<file path="src/skl_pkg.sv">
// Package for the keyed lookup table: sizes, payload structs, operation codes.
// Used by skl_match and the top level; depends on nothing.
`default_nettype none
package skl_pkg;

  localparam int Entries = 8;
  localparam int IdxW    = (Entries > 1) ? $clog2(Entries) : 1;
  localparam int KeyW    = 32;
  localparam int CodeW   = 8;
  localparam int OpW     = 2;
  localparam int CfgIdxW = 1;
  localparam int EntryW  = KeyW + CodeW;

  typedef enum logic [OpW-1:0] {
    OpSet   = 2'd0,
    OpGet   = 2'd1,
    OpClear = 2'd2,
    OpNop   = 2'd3
  } op_e;

  localparam logic [CfgIdxW-1:0] CfgUnknownCode = 1'b0;
  localparam logic [CfgIdxW-1:0] CfgSpecialCode = 1'b1;

  typedef struct packed {
    logic [OpW-1:0]   operation;
    logic [KeyW-1:0]  lookup_key;
    logic [CodeW-1:0] write_code;
  } in_item_t;

  typedef struct packed {
    logic [CodeW-1:0] read_code;
    logic             was_present;
    logic             is_special_code;
  } out_item_t;

  typedef struct packed {
    logic [KeyW-1:0]  key;
    logic [CodeW-1:0] code;
  } entry_t;

  typedef struct packed {
    logic             hit;
    logic [IdxW-1:0]  hit_idx;
    logic [CodeW-1:0] hit_code;
    logic             free;
    logic [IdxW-1:0]  free_idx;
  } match_t;

endpackage
`default_nettype wire

</file>
<file path="src/skl_ram.sv">
// Generic single-write, single-read RAM with a registered read port.
// Standalone; no package dependency.
`default_nettype none
module skl_ram #(
  parameter int Width = 8,
  parameter int Depth = 8
) (
  input  wire logic                                        clk_i,
  input  wire logic                                        we_i,
  input  wire logic [((Depth > 1) ? $clog2(Depth) : 1)-1:0] waddr_i,
  input  wire logic [Width-1:0]                            wdata_i,
  input  wire logic [((Depth > 1) ? $clog2(Depth) : 1)-1:0] raddr_i,
  output logic      [Width-1:0]                            rdata_o
);

  logic [Width-1:0] mem_q [Depth];
  logic [Width-1:0] rdata_q;

  always_ff @(posedge clk_i) begin
    if (we_i) begin
      mem_q[waddr_i] <= wdata_i;
    end
    rdata_q <= mem_q[raddr_i];
  end

  assign rdata_o = rdata_q;

endmodule
`default_nettype wire

</file>
<file path="src/skl_match.sv">
// Match tracker: compares each entry read back from the table RAM against the key
// and keeps the first hit and the first empty slot. Depends on skl_pkg.
`default_nettype none
module skl_match (
  input  wire logic                        clk_i,
  input  wire logic                        rst_ni,
  input  wire logic                        clr_i,
  input  wire logic                        chk_i,
  input  wire logic [skl_pkg::IdxW-1:0]    chk_idx_i,
  input  wire logic [skl_pkg::KeyW-1:0]    key_i,
  input  wire skl_pkg::entry_t             entry_i,
  input  wire logic                        entry_vld_i,
  output skl_pkg::match_t                  match_o
);

  skl_pkg::match_t m_d, m_q;

  always_comb begin
    m_d = m_q;
    if (clr_i) begin
      m_d.hit      = 1'b0;
      m_d.hit_idx  = '0;
      m_d.hit_code = '0;
      m_d.free     = 1'b0;
      m_d.free_idx = '0;
    end else if (chk_i) begin
      if (!m_q.hit && entry_vld_i && (key_i != '0) && (entry_i.key == key_i)) begin
        m_d.hit      = 1'b1;
        m_d.hit_idx  = chk_idx_i;
        m_d.hit_code = entry_i.code;
      end
      if (!m_q.free && !entry_vld_i) begin
        m_d.free     = 1'b1;
        m_d.free_idx = chk_idx_i;
      end
    end
  end

  always_ff @(posedge clk_i or negedge rst_ni) begin
    if (!rst_ni) begin
      m_q <= '0;
    end else begin
      m_q <= m_d;
    end
  end

  assign match_o = m_q;

endmodule
`default_nettype wire

</file>
<file path="src/small_keyed_lookup_table.sv">
// Top level of the keyed lookup table: sequencer, configuration registers,
// slot valid bits, table RAM and match tracker. Depends on skl_pkg, skl_ram, skl_match.
//
// Each transaction (set, get or clear) scans every slot of the table RAM, one read
// per cycle, then writes back at most one slot. An accepted item passes through
// StScan, StLast and StWrite; its result is registered at the end of StWrite and
// strobed on done_o for one cycle. busy_o stays high through those states and is
// low only in StIdle, where a start is taken, so a new item is not taken before
// the last one is through. The scan reads the slots through the single RAM read
// port. Results cannot be held off. Empty slots are tracked by per-slot valid bits
// cleared at reset, so the block is ready right after reset with no clearing pass.
`default_nettype none
module small_keyed_lookup_table (
  input  wire logic                           clk_i,
  input  wire logic                           rst_ni,
  input  wire logic                           start_i,
  output logic                                busy_o,
  input  wire skl_pkg::in_item_t              in_item_i,
  output logic                                done_o,
  output skl_pkg::out_item_t                  res_o,
  input  wire logic                           cfg_we_i,
  input  wire logic [skl_pkg::CfgIdxW-1:0]    cfg_idx_i,
  input  wire logic [skl_pkg::CodeW-1:0]      cfg_wdata_i
);

  localparam logic [1:0] StIdle  = 2'd0;
  localparam logic [1:0] StScan  = 2'd1;
  localparam logic [1:0] StLast  = 2'd2;
  localparam logic [1:0] StWrite = 2'd3;

  logic [1:0]                    state_d, state_q;
  logic [skl_pkg::IdxW-1:0]      cnt_d, cnt_q;
  logic                          chk_q;
  logic [skl_pkg::IdxW-1:0]      chk_idx_q;
  skl_pkg::in_item_t             item_q;
  logic [skl_pkg::CodeW-1:0]     unknown_q, special_q;
  logic [skl_pkg::Entries-1:0]   vld_d, vld_q;
  logic                          done_q;
  skl_pkg::out_item_t            res_d, res_q;

  logic                          accept;
  logic                          we;
  logic [skl_pkg::IdxW-1:0]      waddr;
  skl_pkg::entry_t               wdata;
  skl_pkg::entry_t               rdata;
  skl_pkg::match_t               m;

  assign accept = start_i && (state_q == StIdle);
  assign busy_o = (state_q != StIdle);

  skl_ram #(
    .Width (skl_pkg::EntryW),
    .Depth (skl_pkg::Entries)
  ) u_ram (
    .clk_i   (clk_i),
    .we_i    (we),
    .waddr_i (waddr),
    .wdata_i (wdata),
    .raddr_i (cnt_q),
    .rdata_o (rdata)
  );

  skl_match u_match (
    .clk_i       (clk_i),
    .rst_ni      (rst_ni),
    .clr_i       (accept),
    .chk_i       (chk_q),
    .chk_idx_i   (chk_idx_q),
    .key_i       (item_q.lookup_key),
    .entry_i     (rdata),
    .entry_vld_i (vld_q[chk_idx_q]),
    .match_o     (m)
  );

  always_comb begin
    state_d = state_q;
    cnt_d   = cnt_q;
    unique case (state_q)
      StIdle: begin
        cnt_d = '0;
        if (start_i) begin
          state_d = StScan;
        end
      end
      StScan: begin
        if (cnt_q == skl_pkg::IdxW'(skl_pkg::Entries - 1)) begin
          state_d = StLast;
        end else begin
          cnt_d = cnt_q + 1'b1;
        end
      end
      StLast:  state_d = StWrite;
      StWrite: state_d = StIdle;
      default: state_d = StIdle;
    endcase
  end

  // write back the chosen slot
  always_comb begin
    we    = 1'b0;
    waddr = '0;
    wdata = '0;
    vld_d = vld_q;
    if (state_q == StWrite) begin
      if ((item_q.operation == skl_pkg::OpSet) && (item_q.lookup_key != '0)) begin
        we         = 1'b1;
        waddr      = m.hit ? m.hit_idx : (m.free ? m.free_idx : '0);
        wdata.key  = item_q.lookup_key;
        wdata.code = item_q.write_code;
        vld_d[waddr] = 1'b1;
      end else if ((item_q.operation == skl_pkg::OpClear) && m.hit) begin
        we         = 1'b1;
        waddr      = m.hit_idx;
        wdata.key  = '0;
        wdata.code = unknown_q;
        vld_d[waddr] = 1'b0;
      end
    end
  end

  always_comb begin
    res_d.read_code = ((item_q.operation == skl_pkg::OpGet) && m.hit) ? m.hit_code
                                                                      : unknown_q;
    res_d.was_present     = m.hit;
    res_d.is_special_code = (res_d.read_code == special_q);
  end

  always_ff @(posedge clk_i or negedge rst_ni) begin
    if (!rst_ni) begin
      state_q   <= StIdle;
      cnt_q     <= '0;
      chk_q     <= 1'b0;
      chk_idx_q <= '0;
      vld_q     <= '0;
      done_q    <= 1'b0;
      unknown_q <= '0;
      special_q <= skl_pkg::CodeW'(1);
    end else begin
      state_q   <= state_d;
      cnt_q     <= cnt_d;
      chk_q     <= (state_q == StScan);
      chk_idx_q <= cnt_q;
      vld_q     <= vld_d;
      done_q    <= (state_q == StWrite);
      if (cfg_we_i) begin
        unique case (cfg_idx_i)
          skl_pkg::CfgUnknownCode: unknown_q <= cfg_wdata_i;
          skl_pkg::CfgSpecialCode: special_q <= cfg_wdata_i;
          default: ;
        endcase
      end
    end
  end

  always_ff @(posedge clk_i) begin
    if (accept) begin
      item_q <= in_item_i;
    end
    if (state_q == StWrite) begin
      res_q <= res_d;
    end
  end

  assign done_o = done_q;
  assign res_o  = res_q;

  a_done_after_write: assert property (@(posedge clk_i) disable iff (!rst_ni)
    (state_q == StWrite) |=> done_q)
    else $error("result strobe missing after write-back");

  a_done_only_after_write: assert property (@(posedge clk_i) disable iff (!rst_ni)
    done_q |-> ($past(state_q) == StWrite))
    else $error("result strobe without write-back");

  a_accept_starts_scan: assert property (@(posedge clk_i) disable iff (!rst_ni)
    accept |=> (state_q == StScan) && (cnt_q == '0))
    else $error("transaction did not start a scan from slot zero");

  a_hit_is_valid: assert property (@(posedge clk_i) disable iff (!rst_ni)
    ((state_q == StWrite) && m.hit) |-> (vld_q[m.hit_idx] && (item_q.lookup_key != '0)))
    else $error("hit on an empty slot or with a zero key");

endmodule
`default_nettype wire
</file>
<file path="config.mk">
export PLATFORM = sky130hd
export DESIGN_NAME = small_keyed_lookup_table
export DESIGN_NICKNAME = d
export VERILOG_FILES = /design/src/skl_pkg.sv /design/src/skl_ram.sv /design/src/skl_match.sv /design/src/small_keyed_lookup_table.sv
export SDC_FILE = /design/constraint.sdc
export NUM_CORES = 1
export LEC_CHECK = 0
export BUFFER_PORTS_ARGS = -buffer_cell sky130_fd_sc_hd__buf_4
export CORE_UTILIZATION = 29
export CTS_BUF_LIST = sky130_fd_sc_hd__clkbuf_16
export CTS_CLUSTER_SIZE = 10
export DETAILED_ROUTE_END_ITERATION = 6
export GPL_TIMING_DRIVEN = 0
export SYNTH_ARGS = -nofsm -noshare
export SYNTH_HDL_FRONTEND = slang
export SYNTH_HIERARCHICAL = 1
export SYNTH_SLANG_ARGS = --single-unit
</file>
<file path="constraint.sdc">
create_clock -name clk_i -period 8.5 [get_ports clk_i]
set_input_delay 0.85 -clock clk_i [delete_from_list [all_inputs] [get_ports clk_i]]
set_output_delay 0.85 -clock clk_i [all_outputs]
set_load 0.02 [all_outputs]
</file>
# ---- Word-level counts from Yosys, hierarchy flattened
# Memory sizes are Yosys's and may differ from the RTL's. A register that Yosys moved wholly into a read port is not among the register bits.
# Cells that the tools add are included.
dict set report classes {
  n_addsub 1
  magnitude_cmp 5
  eq_ne 11
  n_mux 31
  n_bitwise 4
  n_reduce_logical 29
}
# op n
set ops {}
lappend ops {{$mux W40} 2}
lappend ops {{$eq A32 B32 Y1} 1}
lappend ops {{$mux W16} 2}
lappend ops {{$mux W8} 4}
lappend ops {{$reduce_bool A32 Y1} 1}
lappend ops {{$mux W3} 6}
lappend ops {{$reduce_and A2 Y1} 7}
lappend ops {{$lt A3 B4 Y1 const B} 3}
lappend ops {{$mux W12} 1}
lappend ops {{$reduce_bool A2 Y1} 6}
lappend ops {{$logic_and A1 B1 Y1} 10}
lappend ops {{$and A8 B8 Y8} 1}
lappend ops {{$eq A8 B8 Y1} 1}
lappend ops {{$mux W1} 8}
lappend ops {{$not A8 Y8} 1}
lappend ops {{$or A8 B8 Y8} 1}
lappend ops {{$pmux W2 S4} 1}
lappend ops {{$demux W1 S3} 2}
lappend ops {{$eq A2 B2 Y1 const B} 3}
lappend ops {{$ge A3 B1 Y1 const B} 2}
lappend ops {{$ne A2 B2 Y1 const B} 3}
lappend ops {{$pmux W3 S2} 1}
lappend ops {{$eq A2 B1 Y1 const B} 2}
lappend ops {{$logic_not A2 Y1} 2}
lappend ops {{7 further kinds} 10}
dict set report totals {
  reg_bits 102
  ramBits 320
  input_bits 55
  word_cells 101
  memories 1
}
# memory depth word_bits rd rd_clocked_by_memory_dff wr line_no
set memory_table {}
lappend memory_table {u_ram.mem_q 8 40 1 1 1 skl_ram.sv:16} ;# logic [Width-1:0] mem_q [Depth];

# ---- Depth between registers and ports, before layout
# Gate-level depths: netlist of the first run.
dict set report depth {
  depth_word 8
  ltp_mapped 8
}

# ---- Hierarchy
# Netlist of the first run, hierarchy kept.
# mod n_inst cells_per_inst area_per_inst_um2 seq_area_each_um2
set by_module_without_submodules {}
lappend by_module_without_submodules {skl_ram 1 515 13171.4 10410.0}
lappend by_module_without_submodules {small_keyed_lookup_table 1 282 3842.4 2413.6}
lappend by_module_without_submodules {skl_match 1 127 1193.6 400.4}

# ---- Worst setup path after synthesis of the first run
# Ideal clock, no wire load.
dict set report synth_path {
  path_kind {reg-to-reg}
  from {register state_q[0]}
  to {memory u_ram/mem_q[4][0] in the netlist's numbering (enable)}
  setup_ns 0.487
  arrival_time_ns 4.578
  required_ns 8.013
  path_slack_ns 3.435
  path_stages_with_launch 8
  path_buffers 1
  cell_sequence {dfrtp_1 -> ha_1 -> inv_1 -> nor4_2 -> clkbuf_1 -> a21o_1 -> nand2_1 -> nor3_1}
}
# item line_no
set synth_rtl {}
lappend synth_rtl {{start: declaration} small_keyed_lookup_table.sv:31} ;# logic [1:0] state_d, state_q;
lappend synth_rtl {{start signal: assignment} small_keyed_lookup_table.sv:130} ;# state_q <= StIdle;
lappend synth_rtl {{start signal: assignment} small_keyed_lookup_table.sv:139} ;# state_q <= state_d;
lappend synth_rtl {{$eq A2 B2 Y1} small_keyed_lookup_table.sv:104} ;# if (state_q == StWrite) begin
lappend synth_rtl {{$mux W3} small_keyed_lookup_table.sv:104}
lappend synth_rtl {{named net waddr, one bit} small_keyed_lookup_table.sv:43} ;# logic [skl_pkg::IdxW-1:0] waddr;
lappend synth_rtl {{end: declaration} skl_ram.sv:16}
# The timed path passes the listed nets, and every way through them passes these cells.

# ---- Worst setup path in the final report of the first run
dict set report layout_path {
  from {register state_q[0]}
  to {memory u_ram/mem_q[4][10] in the netlist's numbering (enable)}
}
# Same word-level chain as after synthesis.

==> results of run 1 <==
[per-layer routing]
metal  vias up  track usage [%]  part of all wire (%)
li1       4087                -                     -
met3        54             2.47                   4.9
met1      4755             17.3                    46
met5         -                0                     0
met4         0             3.93                   2.1
met2       224             20.6                    47
[kinds of logic after synthesis]
kind of cell	Yosys count	share of synthesized area [%]
buffers and inverters	58	1.72
multiplexers	153	16.2
adder cells (fa/ha/maj)	6	0.412
AND/OR/NAND/NOR	132	4.28
flip-flops	462	72.6
AO/OA/AOI/OAI	74	2.89
XOR/XNOR	39	1.88
[metrics by stage]
| stage | cells | total power [mW] | TNS [ps] |
|---|---|---|---|
| 3_3_place_gp | 1827 | 4.10 | -59340 |
| 6_report | 1940 | 6.04 | 0 |
| 5_1_grt | 1940 | 6.29 | 0 |
| 3_5_place_dp | 1846 | 4.13 | 0 |
| 2_1_floorplan | 924 | 3.70 | 0 |
| 4_1_cts | 1940 | 6.11 | 0 |
[flip-flops by register name (all words and copies together) (netlist names)]
signal / count
unknown_q: 8
special_q: 8
state_q: 2
res_o: 10
cnt_q: 3
item_q: 42
chk_q: 1
vld_q: 8
chk_idx_q: 3
u_match/match_o: 16
done_o: 1
u_ram/mem_q: 320
u_ram/rdata_o: 40
[path summary, 6_finish.rpt]
check                                     endpoint  cells past startpoint
worst max-delay path            u_ram/mem_q[4][10]                     10
worst min-delay path                  unknown_q[0]                      1
worst max register to register  u_ram/mem_q[4][10]                     10
worst min register to register  u_match/match_o[5]                      2
max in group asynchronous                 vld_q[6]                      1
min in group clk_i                       item_q[6]                      1
[power by group]
part | switching (mW) | internal, mW
logic | 0.627 | 0.603
registers | 0.155 | 2.69
clock network | 0.849 | 1.12
total | 1.63 | 4.41
[cells in the mapped netlist (19+ instances only)]
cell type  number  area (um^2)
xor2_1         37          324
clkbuf_1       22         82.6
a21oi_1        22          110
dfrtp_1        49         1230
mux2_2         67          754
nor4_1         21          131
mux4_1         80         2100
and2_1         34          213
nor2_1         19         71.3
inv_1          19         71.3
dfxtp_1        40          801
edfxtp_1      372        11200
[cell type report]
type | instances | area (um^2) | area share [%]
Timing Repair Buffer | 85 | 812 | 3.75
Sequential cell | 462 | 13200 | 61.1
Multi-Input combinational cell | 404 | 4730 | 21.9
Clock buffer | 53 | 1330 | 6.13
Clock inverter | 41 | 170 | 0.787
Inverter | 19 | 71.3 | 0.330
Buffer | 39 | 243 | 1.12
Tap cell | 837 | 1050 | 4.84
[cell usage in the layout, fill, tap and decap left out, types with 15 or more instances in the layout]
master     instances
and2_1            34
a21oi_1           22
mux2_2            67
clkbuf_1          22
dfxtp_1           40
dfrtp_1           49
nand2_1           15
xor2_1            37
edfxtp_1         372
mux4_1            80
nor4_1            21
nand4_1           16
inv_1             57
clkbuf_16         53
buf_6             19
buf_4             67
==> reports/summary.txt, run 1 <==
outcome: finished, final reports clean
Resize count post-CTS: 0
slowest CP cell: nor4_2
Overflow after GRT: 0
number of remaining DRC errors: 0
Yosys cell types: 48
worst-margin pin slew: 1260 ps
Final Critical Period: 4820 ps
Crit Reg-Reg Startpoint: state_q[0]
Num Clock Sinks: 462
htree depth: 2
CTS hold repair buffers: 0
design area: 21600 um^2
max-capacitance violation count: 0
Top delay family on crit path: simple AND/OR/NAND/NOR gates
Pleak: 7.48 nW
TritonRoute pass-1 iters: 5
Setup WS pre-CTS: 3660 ps
first-pass GRT wire length: 59.6 mm
vias: 9120
Worst Path Arrival: 5100 ps
Final Setup Violations: 0
DRT iter0 DRCs: 675
Synth Net Count: 985
most used cell, CP: buf_6
start point of the critical path: state_q[0]
FF-to-FF setup slack: 3680 ps
final hold vios: 0
clock buffer depth: 3
fmax: 0.207 GHz
Skew-Pair Late Insertion Delay: 590 ps
DIE AREA: 63800 um^2
Final Core Density: 35.0%
I/O pins: 67
initial antenna violation count: 2
FP Rows: 91
clk slew on worst S/H paths: 50 ps
syn_area_per_cell: 19.7 um^2
CTS tree: built
DP HPWL: 26.6 mm
diode count: 0
largest net degree at the start of global routing: 51
Final Cycle Share: 56.8%
worst-path cell chain: ha_1, inv_1, nor4_2, clkbuf_1, a21o_1, nand2_1, nor3_2, buf_6, buf_8, buf_6
IO buf count: 66
filler cell count in the final layout: 5760
Post-synth EDFFs: 372
Critical Path Max Stage Delay: 1050 ps
Post-CTS Setup Inserts: 0
DP Area: 20100 um^2
RSZ-0062 raised after global routing: no
crit end category: flip-flop
Initial Util: 29.4%
WS Path Type: reg -> reg
Final Max Slew Viols: 0
number of buffers created by CTS: 52
flops & latches, synth: 462
die width: 253 um
Die Y-Extent: 253 um
core area: 61800 um^2
area delta synth->final: 18.8%
Worst EP required: 8780 ps
clock skew: 16.0 ps
Max-slew headroom: 15.6%
Crit Path Max Fanout: 13
Hold Crit Class: in -> async
ys async rst share: 10.8%
total track usage: 12.8%
Clock Tree Root: clkbuf_16
Hold Worst Slack: 293 ps
register area share after synthesis: 72.6%
via/cell ratio: 4.70
Buffers & Inverters on Critical Path: 5
pwr/cell area: 279 nW/um^2
cells after synthesis: 924
cell area after synthesis: 18200 um^2
RePlAce Congestion: 0.765
layout cells sized above 1: 22.0%
drt wl/cell: 20.9 um
YS warnings: 6
startpoint types: flip-flop
number of global-route vias before repair: 9354
drt total wl: 40.5 mm
antenna viol nets, final: 0
dominant synthesized flop cell: edfxtp_1
fin worst setup slack: 3680 ps
peak supply drop: 0.142 mV
Layout Nets: 1124
Note: power is estimated with default switching activity, not from simulation.
==> inputs of run 2 (changes only) <==
- ABC_AREA: unset -> 1
- clock period: 8.5 -> 4.8 ns (I/O delays scaled with it)
==> run 2 against run 1 <==
Effect of this change:
- wire length rose by 29%
- clock power is 83% higher
- register-to-register slack worse by 2600 ps
- design area increased by 11%
- critical path depth up 6
- synthesized cell count up 140%
- total power increased by 97%
- worst hold slack got worse by 250 ps
- maximum frequency increased by 29%
- combinational power grew to 2.6 times the previous value
- worst setup slack got worse by 2600 ps
==> reports/summary.txt, run 2 <==
RSZ-0062 raised after global routing: no (unchanged)
peak supply drop: 0.281 mV (was 0.142 mV)
vias: 14139 (was 9120)
Max-slew headroom: 29.6% (was 15.6%)
clk slew on worst S/H paths: 60 ps (was 50 ps)
worst r2r path cells: 16 (was 10)
I/O pins: 67 (unchanged)
r2r endpoint: u_ram/mem_q[2][19] (was u_ram/mem_q[4][10])
CTS hold repair buffers: 1 (was 0)
CTS tree: built (unchanged)
Final Setup Violations: 0 (unchanged)
Final Core Density: 34.4% (was 35.0%)
mux cell area share after synthesis: 0% (was 16.2%)
crit end category: flip-flop (unchanged)
FP Rows: 97 (was 91)
IO buf count: 66 (unchanged)
Stages on worst setup path: 16 (was 10)
Seq. cell area: 13200 um^2 (unchanged)
most frequent cell after synthesis: nand2_1 (was edfxtp_1)
Comb pwr share: 27.1% (was 20.4%)
max FFs per register: 320 (unchanged)
Top delay family on crit path: simple AND/OR/NAND/NOR gates (unchanged)
Hold Crit Class: in -> reg (was in -> async)
Resize count post-CTS: 0 (unchanged)
RePlAce Congestion: 0.871 (was 0.765)
sequential power share: 42.8% (was 47.1%)
Post-Layout Cell Count: 3309 (was 1940)
Biggest register: u_ram/mem_q (unchanged)
Crit Path Max Fanout: 16 (was 13)
most area-hungry cell type in the Yosys netlist: edfxtp_1 (unchanged)
most frequent cells in the layout: nand2_1 (745), inv_1 (377), edfxtp_1 (372) (was edfxtp_1 (372), mux4_1 (80), mux2_2 (67), buf_4 (67), inv_1 (57))
clock buffer depth: 3 (unchanged)
die width: 268 um (was 253 um)
Crit Reg-Reg Startpoint: item_q[22] (was state_q[0])
Layout Nets: 2387 (was 1124)
syn_area_per_cell: 9.38 um^2 (was 19.7 um^2)
DIE AREA: 72000 um^2 (was 63800 um^2)
cells after synthesis: 2193 (was 924)
dominant synthesized flop cell: edfxtp_1 (unchanged)
fmax: 0.268 GHz (was 0.207 GHz)
core area: 70100 um^2 (was 61800 um^2)
Worst EP required: 5090 ps (was 8780 ps)
TritonRoute pass-1 iters: 5 (unchanged)
outcome: finished, final reports clean (unchanged)
startpoint types: flip-flop (unchanged)
Worst Setup EP: u_ram/mem_q[2][19] (was u_ram/mem_q[4][10])
DRT iter0 DRCs: 1106 (was 675)
adder-cell share of the synthesized area: 0.365% (was 0.412%)
simple-gate share of the synthesized area: 22.1% (was 4.28%)
sw frac: 34.3% (was 27.0%)
pwr/cell area: 494 nW/um^2 (was 279 nW/um^2)
flops & latches, synth: 462 (unchanged)
initial antenna violation count: 0 (was 2)
Num Clock Sinks: 462 (unchanged)
worst-margin pin slew: 1050 ps (was 1260 ps)
FF-to-FF setup slack: 1070 ps (was 3680 ps)
first-pass GRT wire length: 80.0 mm (was 59.6 mm)
Clock Tree Root: clkbuf_16 (unchanged)
dpl cells: 3210 (was 1846)
Buffers & Inverters on Critical Path: 5 (unchanged)
DP Area: 22500 um^2 (was 20100 um^2)
largest net degree at the start of global routing: 51 (unchanged)
ys async rst share: 10.8% (unchanged)
Int Pwr: 7.82 mW (was 4.41 mW)
XOR/XNOR Fraction of Synth Area: 0.767% (was 1.88%)
Skew-Pair Late Insertion Delay: 610 ps (was 590 ps)
number of remaining DRC errors: 0 (unchanged)
clock share of power: 30.1% (was 32.5%)
Worst Path Arrival: 4030 ps (was 5100 ps)
final hold vios: 0 (unchanged)
design area: 24100 um^2 (was 21600 um^2)
drt wl/cell: 15.8 um (was 20.9 um)
drt total wl: 52.4 mm (was 40.5 mm)
Pleak: 11.1 nW (was 7.48 nW)
Post-CTS Setup Inserts: 0 (unchanged)
Die Y-Extent: 268 um (was 253 um)
slowest CP cell: nor2_4 (was nor4_2)
Synth area leaders: edfxtp_1 (54%), nand2_1 (14%), inv_1 (6.2%), dfrtp_1 (6.0%), nand3_1 (5.4%) (was edfxtp_1 (61%), mux4_1 (12%), dfrtp_1 (6.7%), dfxtp_1 (4.4%), mux2_2 (4.1%))
antenna viol nets, final: 0 (unchanged)
YS warnings: 6 (unchanged)
Synth top area share: 54.3% (was 61.4%)
number of buffers created by CTS: 53 (was 52)
max-capacitance violation count: 0 (unchanged)
Setup TNS Final: 0 ps (unchanged)
number of global-route vias before repair: 13763 (was 9354)
top cells by count, synth: nand2_1 (745), edfxtp_1 (372), inv_1 (340) (was edfxtp_1 (372), mux4_1 (80), mux2_2 (67))
diode count: 0 (unchanged)
P_sw: 4.09 mW (was 1.63 mW)
WS Path Type: reg -> reg (unchanged)
layout cells sized above 1: 14.1% (was 22.0%)
Tot Pwr: 11.9 mW (was 6.04 mW)
start point of the critical path: item_q[22] (was state_q[0])
Synth Net Count: 2254 (was 985)
largest family of logic cells by synthesized area: simple AND/OR/NAND/NOR gates (was multiplexers)
Final Critical Period: 3730 ps (was 4820 ps)
fraction of the mapped netlist area in compound gates: 1.73% (was 2.89%)
Critical Path Max Stage Delay: 650 ps (was 1050 ps)
cell area after synthesis: 20600 um^2 (was 18200 um^2)
htree depth: 2 (unchanged)
Initial Util: 29.3% (was 29.4%)
total track usage: 14.8% (was 12.8%)
via/cell ratio: 4.27 (was 4.70)
Yosys cell types: 35 (was 48)
Overflow after GRT: 0 (unchanged)
multi-input logic area: 5200 um^2 (was 4730 um^2)
register area share after synthesis: 64.3% (was 72.6%)
clock skew: 26.4 ps (was 16.0 ps)
Post-synth EDFFs: 372 (unchanged)
Final Max Slew Viols: 0 (unchanged)
area delta synth->final: 17.2% (was 18.8%)
worst-path cell chain: inv_1, nand2_1, nor2_1, nand2_1, nor2_1, nand2_2, nand2_2, nand2_4, nand2_2, buf_6, nor2_1, inv_1, nand2_1, nor2_4, buf_16, buf_16 (was ha_1, inv_1, nor4_2, clkbuf_1, a21o_1, nand2_1, nor3_2, buf_6, buf_8, buf_6)
filler cell count in the final layout: 7143 (was 5760)
leading cell type in the layout, fill and taps excluded: nand2_1 (was edfxtp_1)
Final Cycle Share: 77.8% (was 56.8%)
DP HPWL: 34.6 mm (was 26.6 mm)
==> run 2: how the worst min path moves through the flow <==
stage                  start           end  slack [ps]  depth (start not counted)
2_1_floorplan         rst_ni  chk_idx_q[0]         180                          0
3_3_place_gp        cnt_q[1]  chk_idx_q[1]         420                          0
3_5_place_dp        cnt_q[1]  chk_idx_q[1]         430                          0
4_1_cts        in_item_i[17]    item_q[17]          20                          1
5_1_grt        in_item_i[17]    item_q[17]          30                          1
6_report       in_item_i[17]    item_q[17]          40                          1
==> run 2: kinds of logic after synthesis <==
| family | Yosys count |
|---|---|
| adders and majority gates | 6 |
| xor gates and xnor gates | 18 |
| DFF | 462 |
| buffers and inverters | 536 |
| AOI/OAI and AO/OA | 65 |
| and+or+nand+nor | 1106 |
==> run 2: area by class of cell <==
cell class	count	area share [%]
multi-input cells	1195	21.6
well taps	940	4.88
repair buffers	78	3.14
clock buffers	54	5.61
inverters	453	7.07
flip-flops and latches	462	54.9
clock inverters	44	0.815
plain buffers	83	2.07
==> run 2: per-layer routing <==
layer	track usage, %	share of wire (%)	vias up	wire length [um]
li1	-	-	7108	-
met1	18.1	42	6536	22000
met2	25.8	49	386	25900
met3	2.19	5.1	109	2700
met4	6.12	3.4	0	1780
met5	0	0	-	0
==> run 2: power groups by stage <==
stage | registers, mW | logic, mW | clock network [mW]
final | 5.10 | 3.23 | 3.58
after global routing | 5.14 | 3.57 | 3.81
after CTS | 5.10 | 3.23 | 3.66
after detailed placement | 5.17 | 3.22 | 0
after global placement | 5.18 | 3.17 | 0
after floorplan | 5.13 | 2.05 | 0
==> run 2: worst reg2reg max path: cells and delay by family (launching register included) <==
kind                   cells  cell delay [ps]
and+or+nand+nor           11             2140
buffers and inverters      5              760
DFF                        1              520
==> run 2: through the flow <==
| step | worst slack (ps) | hold slack [ps] |
|---|---|---|
| floorplan | 1140 | 184 |
| CTS | 1050 | 16.8 |
| global route | 825 | 25.6 |
| global placement | -1550 | 419 |
| detailed placement | 1070 | 427 |
| finish | 1070 | 43.8 |
==> inputs of run 3 (changes only) <==
- ABC_AREA: 1 -> 0
- clock period: 4.8 -> 3.15 ns (I/O delays scaled with it)
==> run 3 against run 2 <==
Effect of this change:
- die area is 11% lower
- design area is 5.8% lower
- core utilization is 2.4 points higher
- sequential power is 50% higher
- maximum frequency is 23% higher
- combinational power is 9.0% higher
- clock skew is 1.7 ps higher
- clock power is 49% higher
- worst setup slack worse by 950 ps
- register-to-register slack worse by 950 ps
- total power is 39% higher
- sequential share of layout area is 3.4 points higher
- critical endpoint is now u_ram/mem_q[4][28]
- largest power group unchanged
==> reports/summary.txt, run 3 (synthesis results as in run 1) <==
I/O pins: 67 (unchanged)
clock skew: 28.1 ps (was 26.4 ps)
outcome: finished, final reports clean (unchanged)
max-capacitance violation count: 0 (unchanged)
max FFs per register: 320 (unchanged)
DP Area: 20100 um^2 (was 22500 um^2)
fmax: 0.330 GHz (was 0.268 GHz)
most frequent cells in the layout: edfxtp_1 (372), buf_4 (92), mux4_1 (80) (was nand2_1 (745), inv_1 (377), edfxtp_1 (372))
filler cell count in the final layout: 5701 (was 7143)
Final Max Slew Viols: 0 (unchanged)
clk slew on worst S/H paths: 60 ps (about the same)
Biggest register: u_ram/mem_q (unchanged)
Tot Pwr: 16.5 mW (was 11.9 mW)
WS Path Type: reg -> reg (unchanged)
DIE AREA: 63800 um^2 (was 72000 um^2)
Worst Path Arrival: 3300 ps (was 4030 ps)
final hold vios: 0 (unchanged)
number of global-route vias before repair: 9765 (was 13763)
design area: 22700 um^2 (was 24100 um^2)
RePlAce Congestion: 0.772 (was 0.871)
Setup TNS Final: 0 ps (unchanged)
antenna viol nets, final: 0 (unchanged)
Clock Tree Root: clkbuf_16 (unchanged)
IO buf count: 66 (unchanged)
drt total wl: 41.8 mm (was 52.4 mm)
via/cell ratio: 4.67 (was 4.27)
worst-margin pin slew: 824 ps (was 1050 ps)
Num Clock Sinks: 462 (unchanged)
FP Rows: 91 (was 97)
startpoint types: flip-flop (unchanged)
CTS tree: built (unchanged)
total track usage: 13.1% (was 14.8%)
RSZ-0062 raised after global routing: no (unchanged)
DRT iter0 DRCs: 867 (was 1106)
htree depth: 2 (unchanged)
multi-input logic area: 4900 um^2 (was 5200 um^2)
Final Cycle Share: 96.3% (was 77.8%)
Layout Nets: 1208 (was 2387)
Skew-Pair Late Insertion Delay: 580 ps (was 610 ps)
Die Y-Extent: 253 um (was 268 um)
Pleak: 7.93 nW (was 11.1 nW)
Final Setup Violations: 0 (unchanged)
DP HPWL: 25.5 mm (was 34.6 mm)
largest net degree at the start of global routing: 51 (unchanged)
pwr/cell area: 727 nW/um^2 (was 494 nW/um^2)
Final Core Density: 36.7% (was 34.4%)
leading cell type in the layout, fill and taps excluded: edfxtp_1 (was nand2_1)
Final Critical Period: 3030 ps (was 3730 ps)
area delta synth->final: 24.6% (was 17.2%)
Setup WS pre-CTS: -1110 ps (was 1070 ps)
Initial Util: 29.4% (was 29.3%)
clock buffer depth: 3 (unchanged)
number of buffers created by CTS: 53 (unchanged)
initial antenna violation count: 0 (unchanged)
fin worst setup slack: 118 ps (was 1070 ps)
die width: 253 um (was 268 um)
drt wl/cell: 20.6 um (was 15.8 um)
TritonRoute pass-1 iters: 5 (unchanged)
vias: 9472 (was 14139)
crit end category: flip-flop (unchanged)
first-pass GRT wire length: 61.7 mm (was 80.0 mm)
Crit Path Max Fanout: 13 (was 16)
Hold Crit Class: in -> async (was in -> reg)
Worst EP required: 3420 ps (was 5090 ps)
core area: 61800 um^2 (was 70100 um^2)
Max-slew headroom: 45.1% (was 29.6%)
number of remaining DRC errors: 0 (unchanged)
Overflow after GRT: 0 (unchanged)
layout cells sized above 1: 24.5% (was 14.1%)
Seq. cell area: 13200 um^2 (unchanged)
peak supply drop: 0.410 mV (was 0.281 mV)
==> run 3: cell types whose count changed in the layout (fill, tap and decap cells not counted), moves of 21 or more <==
cell           before  now
nor3_1             25    2
dlygate4sd3_1       1   51
nand2_1           745   13
o21ai_0            39    7
buf_2              38    3
buf_4              71   92
mux2_2              0   67
nand3_1           220    3
nor2_1             82   11
inv_2             109    0
inv_1             377   60
xor2_1              8   37
and2_1              0   34
mux4_1              0   80
==> run 3: per-stage QoR <==
stage          cells  hold WS, ps
2_1_floorplan    924         19.4
3_3_place_gp    1827          393
3_5_place_dp    1840          398
4_1_cts         2019          293
5_1_grt         2027          352
6_report        2028          295
==> run 3: per-layer routing <==
| layer | track usage [%] | up-vias | share of wire [%] |
|---|---|---|---|
| met5 | 0 | - | 0 |
| met4 | 3.36 | 0 | 1.8 |
| met3 | 2.86 | 55 | 6.6 |
| met2 | 21.0 | 313 | 47 |
| met1 | 18.0 | 4846 | 45 |
| li1 | - | 4258 | - |
==> run 3: where the power goes <==
group / internal, mW / total [mW] / leakage (nW) / switching [mW]
logic: 1.75 / 3.52 / 2.66 / 1.77
clock network: 3.02 / 5.33 / 0.889 / 2.31
registers: 7.26 / 7.65 / 4.38 / 0.397
total: 12.0 / 16.5 / 7.93 / 4.47
==> run 3: area by class of cell <==
cell class	count	area share [%]
Sequential cell	462	58.3
Multi-Input combinational cell	408	21.6
Timing Repair Buffer	164	7.37
Clock buffer	53	5.84
Tap cell	837	4.61
Buffer	39	1.13
Clock inverter	45	0.838
Inverter	19	0.314
Antenna cell	1	0.0110
==> run 3: repair_timing <==
action	in CTS	in global routing
gates resized for setup	23	9
gates cloned	4	1
setup buffers	26	7
pin swaps	16	5
setup endpoints to repair	320	213
hold buffers	51	0
endpoints found under the hold margin	107	0
==> run 3: worst paths after layout <==
kind                            depth (start not counted)        startpoint  slack (ps)                  to
min in group clk_i                                      4           start_i         300          state_q[1]
worst max-delay path                                   11        item_q[39]         120  u_ram/mem_q[4][28]
worst min-delay path                                    2            rst_ni         300            vld_q[1]
worst max register to register                         11        item_q[39]         120  u_ram/mem_q[4][28]
worst min register to register                          2  u_ram/rdata_o[4]         460  u_match/match_o[8]
max in group asynchronous                               2            rst_ni        2380  u_match/match_o[9]
==> run 3: worst max-delay path: stages, from the launching register on <==
cell,delay (ps)
edfxtp_1,520
nor4_1,100
nand4_1,200
nor2_4,100
nor4_4,550
buf_8,230
a21o_1,180
nand2_4,150
nor3_4,160
buf_4,180
buf_16,160
buf_16,170
